===== src/spg_pkg.sv =====
`default_nettype none

package spg_pkg;

  localparam int unsigned MAX_ELEMS_DEF = 8;
  localparam int unsigned VALUE_W       = 32;
  localparam int unsigned POS_W         = 6;
  localparam int unsigned QUEUE_DEPTH   = 2;
  localparam int unsigned QPTR_W        = 1;

  typedef enum logic {
    CMD_LOAD = 1'b0,
    CMD_NEXT = 1'b1
  } cmd_kind_e;

  typedef struct packed {
    cmd_kind_e                   kind;
    logic signed [VALUE_W-1:0]   value;
    logic                        last;
  } cmd_t;

endpackage

`default_nettype wire


===== src/spg_if.sv =====
`default_nettype none

interface spg_in_if import spg_pkg::*; ();
  logic                      valid;
  logic                      ready;
  logic                      op;
  logic signed [VALUE_W-1:0] value;
  logic                      last_in;

  modport source (output valid, op, value, last_in, input ready);
  modport sink   (input valid, op, value, last_in, output ready);
endinterface

interface spg_out_if import spg_pkg::*; ();
  logic                      valid;
  logic                      ready;
  logic signed [VALUE_W-1:0] elem_value;
  logic        [POS_W-1:0]   elem_pos;
  logic                      last_of_run;
  logic                      none_left;

  modport source (output valid, elem_value, elem_pos, last_of_run, none_left, input ready);
  modport sink   (input valid, elem_value, elem_pos, last_of_run, none_left, output ready);
endinterface

`default_nettype wire


===== src/spg_front.sv =====
`default_nettype none

module spg_front import spg_pkg::*; (
  input  wire logic clk_i,
  input  wire logic rst_ni,
  spg_in_if.sink    in_i,
  output logic      cmd_valid_o,
  output cmd_t      cmd_o,
  input  wire logic cmd_ready_i
);

  logic fv_q, fv_d;
  cmd_t fcmd_q, fcmd_d;

  assign in_i.ready = !fv_q || cmd_ready_i;

  always_comb begin
    fv_d   = fv_q && !cmd_ready_i;
    fcmd_d = fcmd_q;
    if (in_i.valid && in_i.ready) begin
      fv_d         = 1'b1;
      fcmd_d.kind  = cmd_kind_e'(in_i.op);
      fcmd_d.value = (cmd_kind_e'(in_i.op) == CMD_LOAD) ? in_i.value : '0;
      fcmd_d.last  = in_i.last_in;
    end
  end

  always_ff @(posedge clk_i or negedge rst_ni) begin
    if (!rst_ni) begin
      fv_q <= 1'b0;
    end else begin
      fv_q <= fv_d;
    end
  end

  always_ff @(posedge clk_i) begin
    fcmd_q <= fcmd_d;
  end

  assign cmd_valid_o = fv_q;
  assign cmd_o       = fcmd_q;

endmodule

`default_nettype wire


===== src/spg_queue.sv =====
`default_nettype none

module spg_queue import spg_pkg::*; (
  input  wire logic clk_i,
  input  wire logic rst_ni,
  input  wire logic push_valid_i,
  input  wire cmd_t push_cmd_i,
  output logic      push_ready_o,
  output logic      pop_valid_o,
  output cmd_t      pop_cmd_o,
  input  wire logic pop_ready_i
);

  cmd_t              entry_q [QUEUE_DEPTH];
  logic [QPTR_W-1:0] wr_ptr_q, rd_ptr_q;
  logic [QPTR_W:0]   cnt_q;
  logic              push, pop;

  assign push_ready_o = (cnt_q != (QPTR_W+1)'(QUEUE_DEPTH));
  assign pop_valid_o  = (cnt_q != '0);
  assign pop_cmd_o    = entry_q[rd_ptr_q];
  assign push         = push_valid_i && push_ready_o;
  assign pop          = pop_valid_o && pop_ready_i;

  always_ff @(posedge clk_i or negedge rst_ni) begin
    if (!rst_ni) begin
      wr_ptr_q <= '0;
      rd_ptr_q <= '0;
      cnt_q    <= '0;
    end else begin
      if (push) begin
        wr_ptr_q <= wr_ptr_q + QPTR_W'(1);
      end
      if (pop) begin
        rd_ptr_q <= rd_ptr_q + QPTR_W'(1);
      end
      if (push && !pop) begin
        cnt_q <= cnt_q + (QPTR_W+1)'(1);
      end else if (pop && !push) begin
        cnt_q <= cnt_q - (QPTR_W+1)'(1);
      end
    end
  end

  always_ff @(posedge clk_i) begin
    if (push) begin
      entry_q[wr_ptr_q] <= push_cmd_i;
    end
  end

endmodule

`default_nettype wire


===== src/spg_back.sv =====
`default_nettype none

module spg_back import spg_pkg::*; #(
  parameter int unsigned MAX_ELEMS = MAX_ELEMS_DEF
) (
  input  wire logic clk_i,
  input  wire logic rst_ni,
  input  wire logic cmd_valid_i,
  input  wire cmd_t cmd_i,
  output logic      cmd_ready_o,
  spg_out_if.source out_o
);

  localparam int unsigned IW = (MAX_ELEMS > 1) ? $clog2(MAX_ELEMS) : 1;
  localparam int unsigned CW = $clog2(MAX_ELEMS + 1);

  typedef enum logic [12:0] {
    S_IDLE     = 13'h0001,
    S_NONE     = 13'h0002,
    S_INIT     = 13'h0004,
    S_ADV_RD   = 13'h0008,
    S_ADV_CHK  = 13'h0010,
    S_SW_RA    = 13'h0020,
    S_SW_RB    = 13'h0040,
    S_SW_WA    = 13'h0080,
    S_SW_WB    = 13'h0100,
    S_ADV_NEXT = 13'h0200,
    S_FILL     = 13'h0400,
    S_EMIT_RD  = 13'h0800,
    S_EMIT_OUT = 13'h1000
  } state_e;

  state_e state_q, state_d;
  logic [CW-1:0] size_q, size_d;
  logic complete_q, complete_d, started_q, started_d, finished_q, finished_d;
  logic [IW-1:0] k_q, k_d, m_q, m_d, c_q, c_d, swx_q, swx_d, swy_q, swy_d;
  logic sw_second_q, sw_second_d;
  logic signed [VALUE_W-1:0] tmp_q, tmp_d;

  logic signed [VALUE_W-1:0] elem_mem [MAX_ELEMS];
  logic signed [VALUE_W-1:0] elem_rd_q, elem_wdata;
  logic [IW-1:0] elem_waddr, elem_raddr;
  logic elem_we;

  logic [IW-1:0] cidx_mem [MAX_ELEMS];
  logic [IW-1:0] cidx_rd_q, cidx_wdata, cidx_waddr, cidx_raddr;
  logic cidx_we;

  logic out_valid_q, out_valid_d;
  logic signed [VALUE_W-1:0] out_value_q, out_value_d;
  logic [POS_W-1:0] out_pos_q, out_pos_d;
  logic out_last_q, out_last_d, out_none_q, out_none_d;

  logic out_free;
  logic [CW-1:0] last_idx, nj, size_eff;
  logic m_at_last;

  assign cmd_ready_o = (state_q == S_IDLE);
  assign out_free    = !out_valid_q || out_o.ready;
  assign last_idx    = size_q - CW'(1);
  assign nj          = CW'(c_q) + CW'(1);
  assign size_eff    = complete_q ? '0 : size_q;
  assign m_at_last   = (CW'(m_q) == last_idx);

  always_comb begin
    state_d     = state_q;
    size_d      = size_q;
    complete_d  = complete_q;
    started_d   = started_q;
    finished_d  = finished_q;
    k_d         = k_q;
    m_d         = m_q;
    c_d         = c_q;
    swx_d       = swx_q;
    swy_d       = swy_q;
    sw_second_d = sw_second_q;
    tmp_d       = tmp_q;
    elem_we     = 1'b0;
    elem_waddr  = swx_q;
    elem_wdata  = elem_rd_q;
    elem_raddr  = m_q;
    cidx_we     = 1'b0;
    cidx_waddr  = m_q;
    cidx_wdata  = m_q;
    cidx_raddr  = k_q;
    out_valid_d = out_valid_q && !out_o.ready;
    out_value_d = out_value_q;
    out_pos_d   = out_pos_q;
    out_last_d  = out_last_q;
    out_none_d  = out_none_q;

    case (state_q)
      S_IDLE: begin
        if (cmd_valid_i) begin
          if (cmd_i.kind == CMD_LOAD) begin
            if (complete_q) begin
              started_d  = 1'b0;
              finished_d = 1'b0;
            end
            size_d = size_eff;
            if (size_eff < CW'(MAX_ELEMS)) begin
              elem_we    = 1'b1;
              elem_waddr = IW'(size_eff);
              elem_wdata = cmd_i.value;
              size_d     = size_eff + CW'(1);
            end
            complete_d = cmd_i.last;
          end else if (!complete_q || finished_q || size_q == '0) begin
            state_d = S_NONE;
          end else if (!started_q) begin
            started_d = 1'b1;
            m_d       = '0;
            state_d   = S_INIT;
          end else if (size_q <= CW'(1)) begin
            finished_d = 1'b1;
            state_d    = S_NONE;
          end else begin
            k_d     = IW'(last_idx - CW'(1));
            state_d = S_ADV_RD;
          end
        end
      end
      S_NONE: begin
        if (out_free) begin
          out_valid_d = 1'b1;
          out_value_d = '0;
          out_pos_d   = '0;
          out_last_d  = 1'b0;
          out_none_d  = 1'b1;
          state_d     = S_IDLE;
        end
      end
      S_INIT, S_FILL: begin
        cidx_we = 1'b1;
        if (m_at_last) begin
          m_d     = '0;
          state_d = S_EMIT_RD;
        end else begin
          m_d = m_q + IW'(1);
        end
      end
      S_ADV_RD: begin
        state_d = S_ADV_CHK;
      end
      S_ADV_CHK: begin
        c_d         = cidx_rd_q;
        swx_d       = k_q;
        swy_d       = cidx_rd_q;
        sw_second_d = 1'b0;
        state_d     = S_SW_RA;
      end
      S_SW_RA: begin
        elem_raddr = swx_q;
        state_d    = S_SW_RB;
      end
      S_SW_RB: begin
        elem_raddr = swy_q;
        tmp_d      = elem_rd_q;
        state_d    = S_SW_WA;
      end
      S_SW_WA: begin
        elem_we    = 1'b1;
        elem_waddr = swx_q;
        elem_wdata = elem_rd_q;
        state_d    = S_SW_WB;
      end
      S_SW_WB: begin
        elem_we    = 1'b1;
        elem_waddr = swy_q;
        elem_wdata = tmp_q;
        if (sw_second_q) begin
          m_d     = k_q + IW'(1);
          state_d = S_FILL;
        end else begin
          state_d = S_ADV_NEXT;
        end
      end
      S_ADV_NEXT: begin
        if (nj < size_q) begin
          cidx_we     = 1'b1;
          cidx_waddr  = k_q;
          cidx_wdata  = IW'(nj);
          swy_d       = IW'(nj);
          sw_second_d = 1'b1;
          state_d     = S_SW_RA;
        end else if (k_q == '0) begin
          finished_d = 1'b1;
          state_d    = S_NONE;
        end else begin
          k_d     = k_q - IW'(1);
          state_d = S_ADV_RD;
        end
      end
      S_EMIT_RD: begin
        state_d = S_EMIT_OUT;
      end
      S_EMIT_OUT: begin
        if (out_free) begin
          out_valid_d = 1'b1;
          out_value_d = elem_rd_q;
          out_pos_d   = POS_W'(m_q);
          out_last_d  = m_at_last;
          out_none_d  = 1'b0;
          if (m_at_last) begin
            state_d = S_IDLE;
          end else begin
            m_d     = m_q + IW'(1);
            state_d = S_EMIT_RD;
          end
        end
      end
      default: begin
        state_d = S_IDLE;
      end
    endcase
  end

  always_ff @(posedge clk_i or negedge rst_ni) begin
    if (!rst_ni) begin
      state_q     <= S_IDLE;
      size_q      <= '0;
      complete_q  <= 1'b0;
      started_q   <= 1'b0;
      finished_q  <= 1'b0;
      k_q         <= '0;
      m_q         <= '0;
      c_q         <= '0;
      swx_q       <= '0;
      swy_q       <= '0;
      sw_second_q <= 1'b0;
      out_valid_q <= 1'b0;
    end else begin
      state_q     <= state_d;
      size_q      <= size_d;
      complete_q  <= complete_d;
      started_q   <= started_d;
      finished_q  <= finished_d;
      k_q         <= k_d;
      m_q         <= m_d;
      c_q         <= c_d;
      swx_q       <= swx_d;
      swy_q       <= swy_d;
      sw_second_q <= sw_second_d;
      out_valid_q <= out_valid_d;
    end
  end

  always_ff @(posedge clk_i) begin
    tmp_q       <= tmp_d;
    out_value_q <= out_value_d;
    out_pos_q   <= out_pos_d;
    out_last_q  <= out_last_d;
    out_none_q  <= out_none_d;
  end

  always_ff @(posedge clk_i) begin
    if (elem_we) begin
      elem_mem[elem_waddr] <= elem_wdata;
    end
    elem_rd_q <= elem_mem[elem_raddr];
  end

  always_ff @(posedge clk_i) begin
    if (cidx_we) begin
      cidx_mem[cidx_waddr] <= cidx_wdata;
    end
    cidx_rd_q <= cidx_mem[cidx_raddr];
  end

  assign out_o.valid       = out_valid_q;
  assign out_o.elem_value  = out_value_q;
  assign out_o.elem_pos    = out_pos_q;
  assign out_o.last_of_run = out_last_q;
  assign out_o.none_left   = out_none_q;

endmodule

`default_nettype wire


===== src/swap_permutation_generator_top.sv =====
// A load item reaches the sequencer after the front register and the queue and is taken
// there while it is idle. A next item emits a none-left result or the elements from the
// element memory, each read in S_EMIT_RD and sent in S_EMIT_OUT, which waits while the
// output is not free; undoing one level of the choice stack runs S_ADV_RD, S_ADV_CHK,
// a swap (S_SW_RA to S_SW_WB) and S_ADV_NEXT; an advance adds a second swap and refills
// levels in S_FILL, and the first request of a set fills the choice table in S_INIT.
// Reset clears all control state and empties the queue; the element memory is not cleared.
`default_nettype none

module swap_permutation_generator_top import spg_pkg::*; #(
  parameter int unsigned MAX_ELEMS = MAX_ELEMS_DEF
) (
  input  wire logic clk_i,
  input  wire logic rst_ni,
  spg_in_if.sink    in_i,
  spg_out_if.source out_o
);

  logic f_valid, f_ready, q_valid, q_ready;
  cmd_t f_cmd, q_cmd;

  spg_front u_front (
    .clk_i       (clk_i),
    .rst_ni      (rst_ni),
    .in_i        (in_i),
    .cmd_valid_o (f_valid),
    .cmd_o       (f_cmd),
    .cmd_ready_i (f_ready)
  );

  spg_queue u_queue (
    .clk_i        (clk_i),
    .rst_ni       (rst_ni),
    .push_valid_i (f_valid),
    .push_cmd_i   (f_cmd),
    .push_ready_o (f_ready),
    .pop_valid_o  (q_valid),
    .pop_cmd_o    (q_cmd),
    .pop_ready_i  (q_ready)
  );

  spg_back #(
    .MAX_ELEMS (MAX_ELEMS)
  ) u_back (
    .clk_i       (clk_i),
    .rst_ni      (rst_ni),
    .cmd_valid_i (q_valid),
    .cmd_i       (q_cmd),
    .cmd_ready_o (q_ready),
    .out_o       (out_o)
  );

  a_none_fields_zero: assert property (@(posedge clk_i) disable iff (!rst_ni)
    (out_o.valid && out_o.none_left) |->
      (out_o.elem_value == '0 && out_o.elem_pos == '0 && !out_o.last_of_run))
    else $error("none-left result carries nonzero fields");

  a_next_leaves_idle: assert property (@(posedge clk_i) disable iff (!rst_ni)
    (q_valid && q_ready && q_cmd.kind == CMD_NEXT) |=> !q_ready)
    else $error("sequencer took a next item without starting work");

  a_run_busy: assert property (@(posedge clk_i) disable iff (!rst_ni)
    (out_o.valid && !out_o.none_left && !out_o.last_of_run) |-> !q_ready)
    else $error("sequencer idle in the middle of a permutation run");

endmodule

`default_nettype wire

===== src/flat_wrapper.sv =====
// flat-port wrapper written by rule: the top's interface ports become plain ports
module swap_permutation_generator_top_flat import spg_pkg::*;
#(
  parameter int unsigned MAX_ELEMS = MAX_ELEMS_DEF
)
  (clk_i, rst_ni, in_i_valid, in_i_op, in_i_value, in_i_last_in, in_i_ready, out_o_valid, out_o_elem_value, out_o_elem_pos, out_o_last_of_run, out_o_none_left, out_o_ready);
  spg_in_if in_i_i ();
  spg_out_if out_o_i ();
  input  wire logic clk_i;
  input  wire logic rst_ni;
  input wire logic [$bits(in_i_i.valid)-1:0] in_i_valid;
  input wire logic [$bits(in_i_i.op)-1:0] in_i_op;
  input wire logic [$bits(in_i_i.value)-1:0] in_i_value;
  input wire logic [$bits(in_i_i.last_in)-1:0] in_i_last_in;
  output wire logic [$bits(in_i_i.ready)-1:0] in_i_ready;
  output wire logic [$bits(out_o_i.valid)-1:0] out_o_valid;
  output wire logic [$bits(out_o_i.elem_value)-1:0] out_o_elem_value;
  output wire logic [$bits(out_o_i.elem_pos)-1:0] out_o_elem_pos;
  output wire logic [$bits(out_o_i.last_of_run)-1:0] out_o_last_of_run;
  output wire logic [$bits(out_o_i.none_left)-1:0] out_o_none_left;
  input wire logic [$bits(out_o_i.ready)-1:0] out_o_ready;
  assign in_i_i.valid = in_i_valid;
  assign in_i_i.op = in_i_op;
  assign in_i_i.value = in_i_value;
  assign in_i_i.last_in = in_i_last_in;
  assign in_i_ready = in_i_i.ready;
  assign out_o_valid = out_o_i.valid;
  assign out_o_elem_value = out_o_i.elem_value;
  assign out_o_elem_pos = out_o_i.elem_pos;
  assign out_o_last_of_run = out_o_i.last_of_run;
  assign out_o_none_left = out_o_i.none_left;
  assign out_o_i.ready = out_o_ready;
  swap_permutation_generator_top #(.MAX_ELEMS(MAX_ELEMS)) u_core (.clk_i(clk_i), .rst_ni(rst_ni), .in_i(in_i_i), .out_o(out_o_i));
endmodule

===== config.mk =====
export PLATFORM = sky130hd
export DESIGN_NAME = swap_permutation_generator_top_flat
export DESIGN_NICKNAME = d
export VERILOG_FILES = /design/src/spg_pkg.sv /design/src/spg_if.sv /design/src/spg_front.sv /design/src/spg_queue.sv /design/src/spg_back.sv /design/src/swap_permutation_generator_top.sv /design/src/flat_wrapper.sv
export SDC_FILE = /design/constraint.sdc
export NUM_CORES = 1
export LEC_CHECK = 0
export BUFFER_PORTS_ARGS = -buffer_cell sky130_fd_sc_hd__buf_2
export CORE_MARGIN = 2
export CORE_UTILIZATION = 60
export CTS_CLUSTER_SIZE = 30
export DETAILED_ROUTE_END_ITERATION = 12
export GPL_TIMING_DRIVEN = 0
export PLACE_DENSITY = 0.78
export SLEW_MARGIN = 0
export SYNTH_ARGS = -nofsm -noshare
export SYNTH_HDL_FRONTEND = slang
export SYNTH_SLANG_ARGS = --single-unit
export TNS_END_PERCENT = 5

===== constraint.sdc =====
create_clock -name clk_i -period 6.7 [get_ports clk_i]
set_input_delay 0.335 -clock clk_i [delete_from_list [all_inputs] [get_ports clk_i]]
set_output_delay 0.335 -clock clk_i [all_outputs]
set_load 0.01 [all_outputs]

Yosys cells after proc, flatten, opt, wreduce, memory -nomap -nowiden

Memories as Yosys holds them, arrays and structs flattened. A register that Yosys moved wholly into a read port is not among the register bits.
Cells that the tools add are included.

Mux-type cells: 88
Equal/unequal tests: 35
Reduce and logical (&&, ||, !) cells: 38
$lt $le $gt $ge: 3
Add/sub/neg operators: 11
Bitwise gates (word level): 1

Operators by type and width:

| operator             | number |
|---|---|
| $mux 32              | 5 |
| $pmux 13 s12         | 1 |
| $pmux 32 s2          | 2 |
| $mux 3               | 23 |
| $mux 13              | 5 |
| $ne 2x2->1 const B   | 17 |
| $mux 1               | 27 |
| $mux 4               | 6 |
| $pmux 3 s2           | 4 |
| $reduce_and 8->1     | 3 |
| $mux 6               | 3 |
| $eq 13x1->1 const B  | 1 |
| $eq 13x10->1 const B | 1 |
| $eq 13x11->1 const B | 1 |
| $eq 13x12->1 const B | 1 |
| $eq 13x13->1 const B | 1 |
| $eq 13x2->1 const B  | 1 |
| $eq 13x3->1 const B  | 1 |
| $eq 13x4->1 const B  | 1 |
| $eq 13x5->1 const B  | 1 |
| $eq 13x6->1 const B  | 1 |
| $eq 13x7->1 const B  | 1 |
| $eq 13x8->1 const B  | 1 |
| $eq 13x9->1 const B  | 1 |
| 32 further kinds     | 67 |

Memory bits (writable): 348
Memories kept: 3
Bits of input ports: 38
Word-level logic and storage cells: 203
Output and inout port bits: 42
Register bits: 148

Memories:

| memory                 | depth | bits a word | rd ports | clocked after Yosys merged registers in | write ports | line            | RTL |
|---|---|---|---|---|---|---|---|
| u_core.u_back.elem_mem | 8     | 32          | 1        | 1                                       | 1           | spg_back.sv:40  | `logic signed [VALUE_W-1:0] elem_mem [MAX_ELEMS];` |
| u_core.u_queue.entry_q | 2     | 34          | 1        | 0                                       | 1           | spg_queue.sv:14 | `cmd_t entry_q [QUEUE_DEPTH];` |
| u_core.u_back.cidx_mem | 8     | 3           | 1        | 1                                       | 1           | spg_back.sv:45  | `logic [IW-1:0] cidx_mem [MAX_ELEMS];` |

Depth between registers and ports, before layout

Depth after elaboration: 8
Gate-level depth with buffers: 11
Depth with buffers taken out: 9

Modules after synthesis

From an unflattened synthesis, not the netlist that was laid out.

Cell total of the unflattened synthesis: 1361
Area total of the unflattened synthesis: 21301.7 um2

Modules (own cells, without submodules):

| module    | seq. area each (um2) | cells an instance | instances | area each (um2) |
|---|---|---|---|---|
| spg_back  | 12107.9              | 1164              | 1         | 17215.3 |
| spg_queue | 2142.1               | 124               | 1         | 2798.9 |
| spg_front | 1046.0               | 73                | 1         | 1287.5 |

Worst setup path after synthesis

OpenSTA, ideal clock, no wires.

Kind: register to register
Start point: reg u_core.u_back.state_q[7]
End point: mem u_core.u_back.elem_mem[3][0], enable pin
Stages on the path, launching flop included: 8
Arrival time: 4300 ps
Path buffers: 2
Period minus slack after synthesis: 4768 ps
Path slack: 1932 ps
Data required time: 6232 ps
Setup time: 468 ps
Path through: dfrtp_1 buf_4 or4_1 clkbuf_1 nor2_2 o2bb2a_1 a21boi_0 nor3b_1

Cells in the longest elaborated chain, start to end: 5
Elaborated cells on any way between the ends: 8
Those cells by class: eq/ne (3); mux (4); reduce/logical (1)

Ends and longest elaborated chain:

| what                                       | line            | RTL |
|---|---|---|
| start: declaration                         | spg_back.sv:33  | `state_e state_q, state_d;` |
| start signal: assignment                   | spg_back.sv:233 | `state_q <= state_d;` |
| $eq 13x9->1 or $eq 13x8->1 (tied branches) | spg_back.sv:92  | `case (state_q)` |
| $reduce_or 2->1 (no line)                  | -               |  |
| $pmux 1 s2                                 | spg_back.sv:92  |  |
| $mux 1                                     | spg_back.sv:257 | `if (elem_we) begin` |
| $mux 1 (implied by the code)               | spg_back.sv:258 | `elem_mem[elem_waddr] <= elem_wdata;` |
| end: declaration                           | spg_back.sv:40  |  |

Parallel ways exist; a longest one is shown, timed or not.

Final worst setup path

Start point: reg u_core.u_back.state_q[7]
End point: mem u_core.u_back.elem_mem[3][29], enable pin

Same word-level chain as after synthesis.

==> run metrics <==
antenna viol nets, final 0; Fin Clk Skew 0.0271 ns; end of the worst register-to-register path u_core.u_back.elem_mem[3][29]; max incr delay on CP 0.76 ns; number of nets in the final layout 1,554; Post-Route WL 47,200 microns; Boundary Pins 80; Post-DP HPWL 30,200 microns; number of synthesized flops with an enable pin 451; cell area after synthesis 0.0215 sq mm; fillcell total 2,290; die area 0.0373 sq mm; hold endpoint u_core.u_front.cmd_o[4]; status finished clean; CP most frequent cell buf_4; Fin Hold WS 0.0248 ns; pin count of the biggest net entering global routing 43; Worst-path clk slew 0.06 ns; Final setup viols 0; Critical Path AT 4.24 ns; die width 193 microns; Area Overhead vs Synth 15.8%; Final Critical Period 3.94 ns; Setup TNS 0 ns; Crit path required time 6.99 ns; drt via density 6.02; CP endpoint kind flip-flop; placed instance count 1,906; Gates resized, CTS repair 0; final std cells w/o fill 2,009; Synth Instances 1,344; CTS max path bufs 3; Setup CP Type reg2reg; Crit Path Max Fanout 10; Num CTS Buffers 51; drt initial violations 1,279; vias in the first global route 11,617; Sink Count 528; synthesized area per cell 16.0 sq um; initial antenna violation count 0; dpl cell area 0.0229 sq mm; CTS tree yes; Post-Place Setup Slack 2.78 ns; hold_sp in_i_value[3]; H-tree Lvls 2; Synth async-reset ratio 7.95%; Ys Warns 0; worst IR drop on VDD 0.000349 V; post-synthesis sequential area ratio 71.3%; Placer Congestion 0.906; Clk Latency, worst-skew pair 0.60 ns; GRT Util Overall 25.9%; first-pass GRT wire length 70,200 microns; count of port buffers added during placement 76; Wirelength per Cell 23.5 microns; final worst-path cycle share 58.9%; Post-Route Utilization 70.2%; WHS Path Cells 2; worst-margin pin slew 1.01 ns; Vias 12,092; Fin. Hold Viols 0; RSZ-0062 raised after global routing no; FP Rows 69; Primary FF master, synth edfxtp_1; worst r2r src u_core.u_back.state_q[7]; DRC violations left 0; Worst Hold Class in2reg; Design Area, Final 0.0249 sq mm; Max Freq 0.254 GHz; Power Total 10.4 mW; share of layout cells above drive strength 1 19.5%; Overflow after GRT 0; core area 0.0354 sq mm; library cells used by synthesis 79; Critical Path Slowest Stage Cell nor3b_2; FF-to-FF setup slack 2.76 ns; Yosys reg bits 528; CTS root buf clkbuf_16; CP Launch Type flip-flop; leakage 10.2 nW; pwr dens 419 mW/mm^2; Maximum Capacitance Violations 0; first drt pass iteration count 6; Slew Viols, Final 0; Worst slew margin 32.7%; crit path cell chain buf_4 > or4_1 > clkbuf_1 > nor2_2 > o2bb2a_1 > a21boi_0 > nor3b_2 > buf_6 > buf_4; die height 193 microns; Reg2Reg Depth 9; final worst setup slack 2.76 ns; Initial Utilization 60.6%
placed cells by master (no fill, tap or decap), types with 5 or more instances in the layout:
cell,n
dfrtp_1,41
buf_6,22
mux2i_1,226
inv_1,17
a31oi_1,6
a21oi_1,15
nor3_1,10
nand2b_1,7
and2_1,35
nand3_1,10
mux2_2,43
clkbuf_8,5
nor3b_1,5
and3_1,7
dfxtp_1,35
nand2_1,100
clkinv_2,8
buf_2,90
dlygate4sd3_1,6
xor2_1,7
o211ai_1,34
ha_1,12
buf_4,18
o21ai_0,21
nand4_1,8
nor2b_1,34
nor2_1,40
xnor2_1,8
clkinv_1,5
edfxtp_1,451
clkbuf_16,52
clkbuf_1,35
mux4_2,6
clkinvlp_4,5
bufinv_16,13
synth_stat cells (7+ instances only):
cell type / number / area, sq um
nor2_1: 42 / 158
and3_1: 9 / 56.3
nor3b_1: 8 / 60.1
buf_4: 17 / 128
nor3_1: 11 / 55.1
nand3_1: 10 / 50.1
ha_1: 12 / 150
o21ai_0: 21 / 105
xor2_1: 7 / 61.3
and2_1: 36 / 225
mux2_2: 43 / 484
nor2b_1: 34 / 213
inv_1: 17 / 63.8
nand2_1: 100 / 375
buf_2: 14 / 70.1
edfxtp_1: 451 / 13500
mux2i_1: 226 / 2260
clkbuf_1: 30 / 113
buf_6: 10 / 113
dfrtp_1: 41 / 1030
o211ai_1: 34 / 255
xnor2_1: 8 / 70.1
dfxtp_1: 35 / 701
nand2b_1: 7 / 43.8
a21oi_1: 15 / 75.1
nand4_1: 8 / 50.1
metal layers:
layer	share of wire [%]	global-route usage (%)	wire, microns
met1	42	37.1	19800
met2	48	41.6	22500
met3	8.4	4.83	3980
met4	2.0	6.44	932
met5	0	0	0
power breakdown:
group	switching, mW	internal (mW)	leakage [nW]
Combinational	1.55	0.771	4.23
Sequential	0.262	4.61	5.01
Clock	1.24	1.99	0.932
Total	3.05	7.37	10.2
timing repair:
| item | in CTS | in global routing |
|---|---|---|
| buffers inserted | 0 | 0 |
| hold buffers | 6 | 0 |
| hold endpoints to repair | 46 | 0 |
sequential cells by signal, indices dropped and copies added, names as in the netlist, 4 cells and up:
signal,count
u_core.u_back.size_q,4
u_core.u_back.state_q,13
u_core.u_back.elem_mem,256
u_core.u_queue.entry_q,68
u_core.u_back.tmp_q,32
u_core.u_back.cidx_mem,24
u_core.u_back.out_o.elem_value,32
u_core.u_front.cmd_o,34
u_core.u_back.elem_rd_q,32
final cells by class:
type	instances	area, sq um	share of cell area [%]
antenna	1	2.50	0.0101
tap	461	577	2.32
multi-input combinational	727	5740	23.1
clock inverter	34	546	2.20
buffer	74	434	1.75
clock buffer	62	1390	5.59
sequential	528	15300	61.6
timing repair buffer	105	803	3.23
inverter	17	63.8	0.257
cells by family after synthesis:
family	Yosys count	share of synthesized area [%]
DFF	528	71.3
and+or+nand+nor	302	7.63
muxes	276	13.5
AOI/OAI and AO/OA	118	3.88
buffers and inverters	91	2.32
xor gates and xnor gates	16	0.723
adders and majority gates	12	0.699
other	1	0.0175
worst max-delay path: cells and delay by family, from the launching register on:
kind / cells / cell delay [ns]
and+or+nand+nor: 3 / 1.79
buffers and inverters: 4 / 0.90
DFF: 1 / 0.41
AOI/OAI and AO/OA: 2 / 0.53
worst max path at each step:
stage	slack [ns]	end	cells past startpoint	startpoint
finish	2.76	u_core.u_back.elem_mem[3][29]	9	u_core.u_back.state_q[7]
global route	2.59	u_core.u_back.elem_mem[3][28]	9	u_core.u_back.state_q[7]
CTS	2.79	u_core.u_back.elem_mem[3][2]	9	u_core.u_back.state_q[7]
detailed placement	2.78	u_core.u_back.elem_mem[3][27]	9	u_core.u_back.state_q[7]
global placement	-0.93	u_core.u_back.elem_mem[3][17]	7	u_core.u_back.state_q[7]
floorplan	1.93	u_core.u_back.elem_mem[3][0]	7	u_core.u_back.state_q[7]
Note: power is estimated with default switching activity, not from simulation.
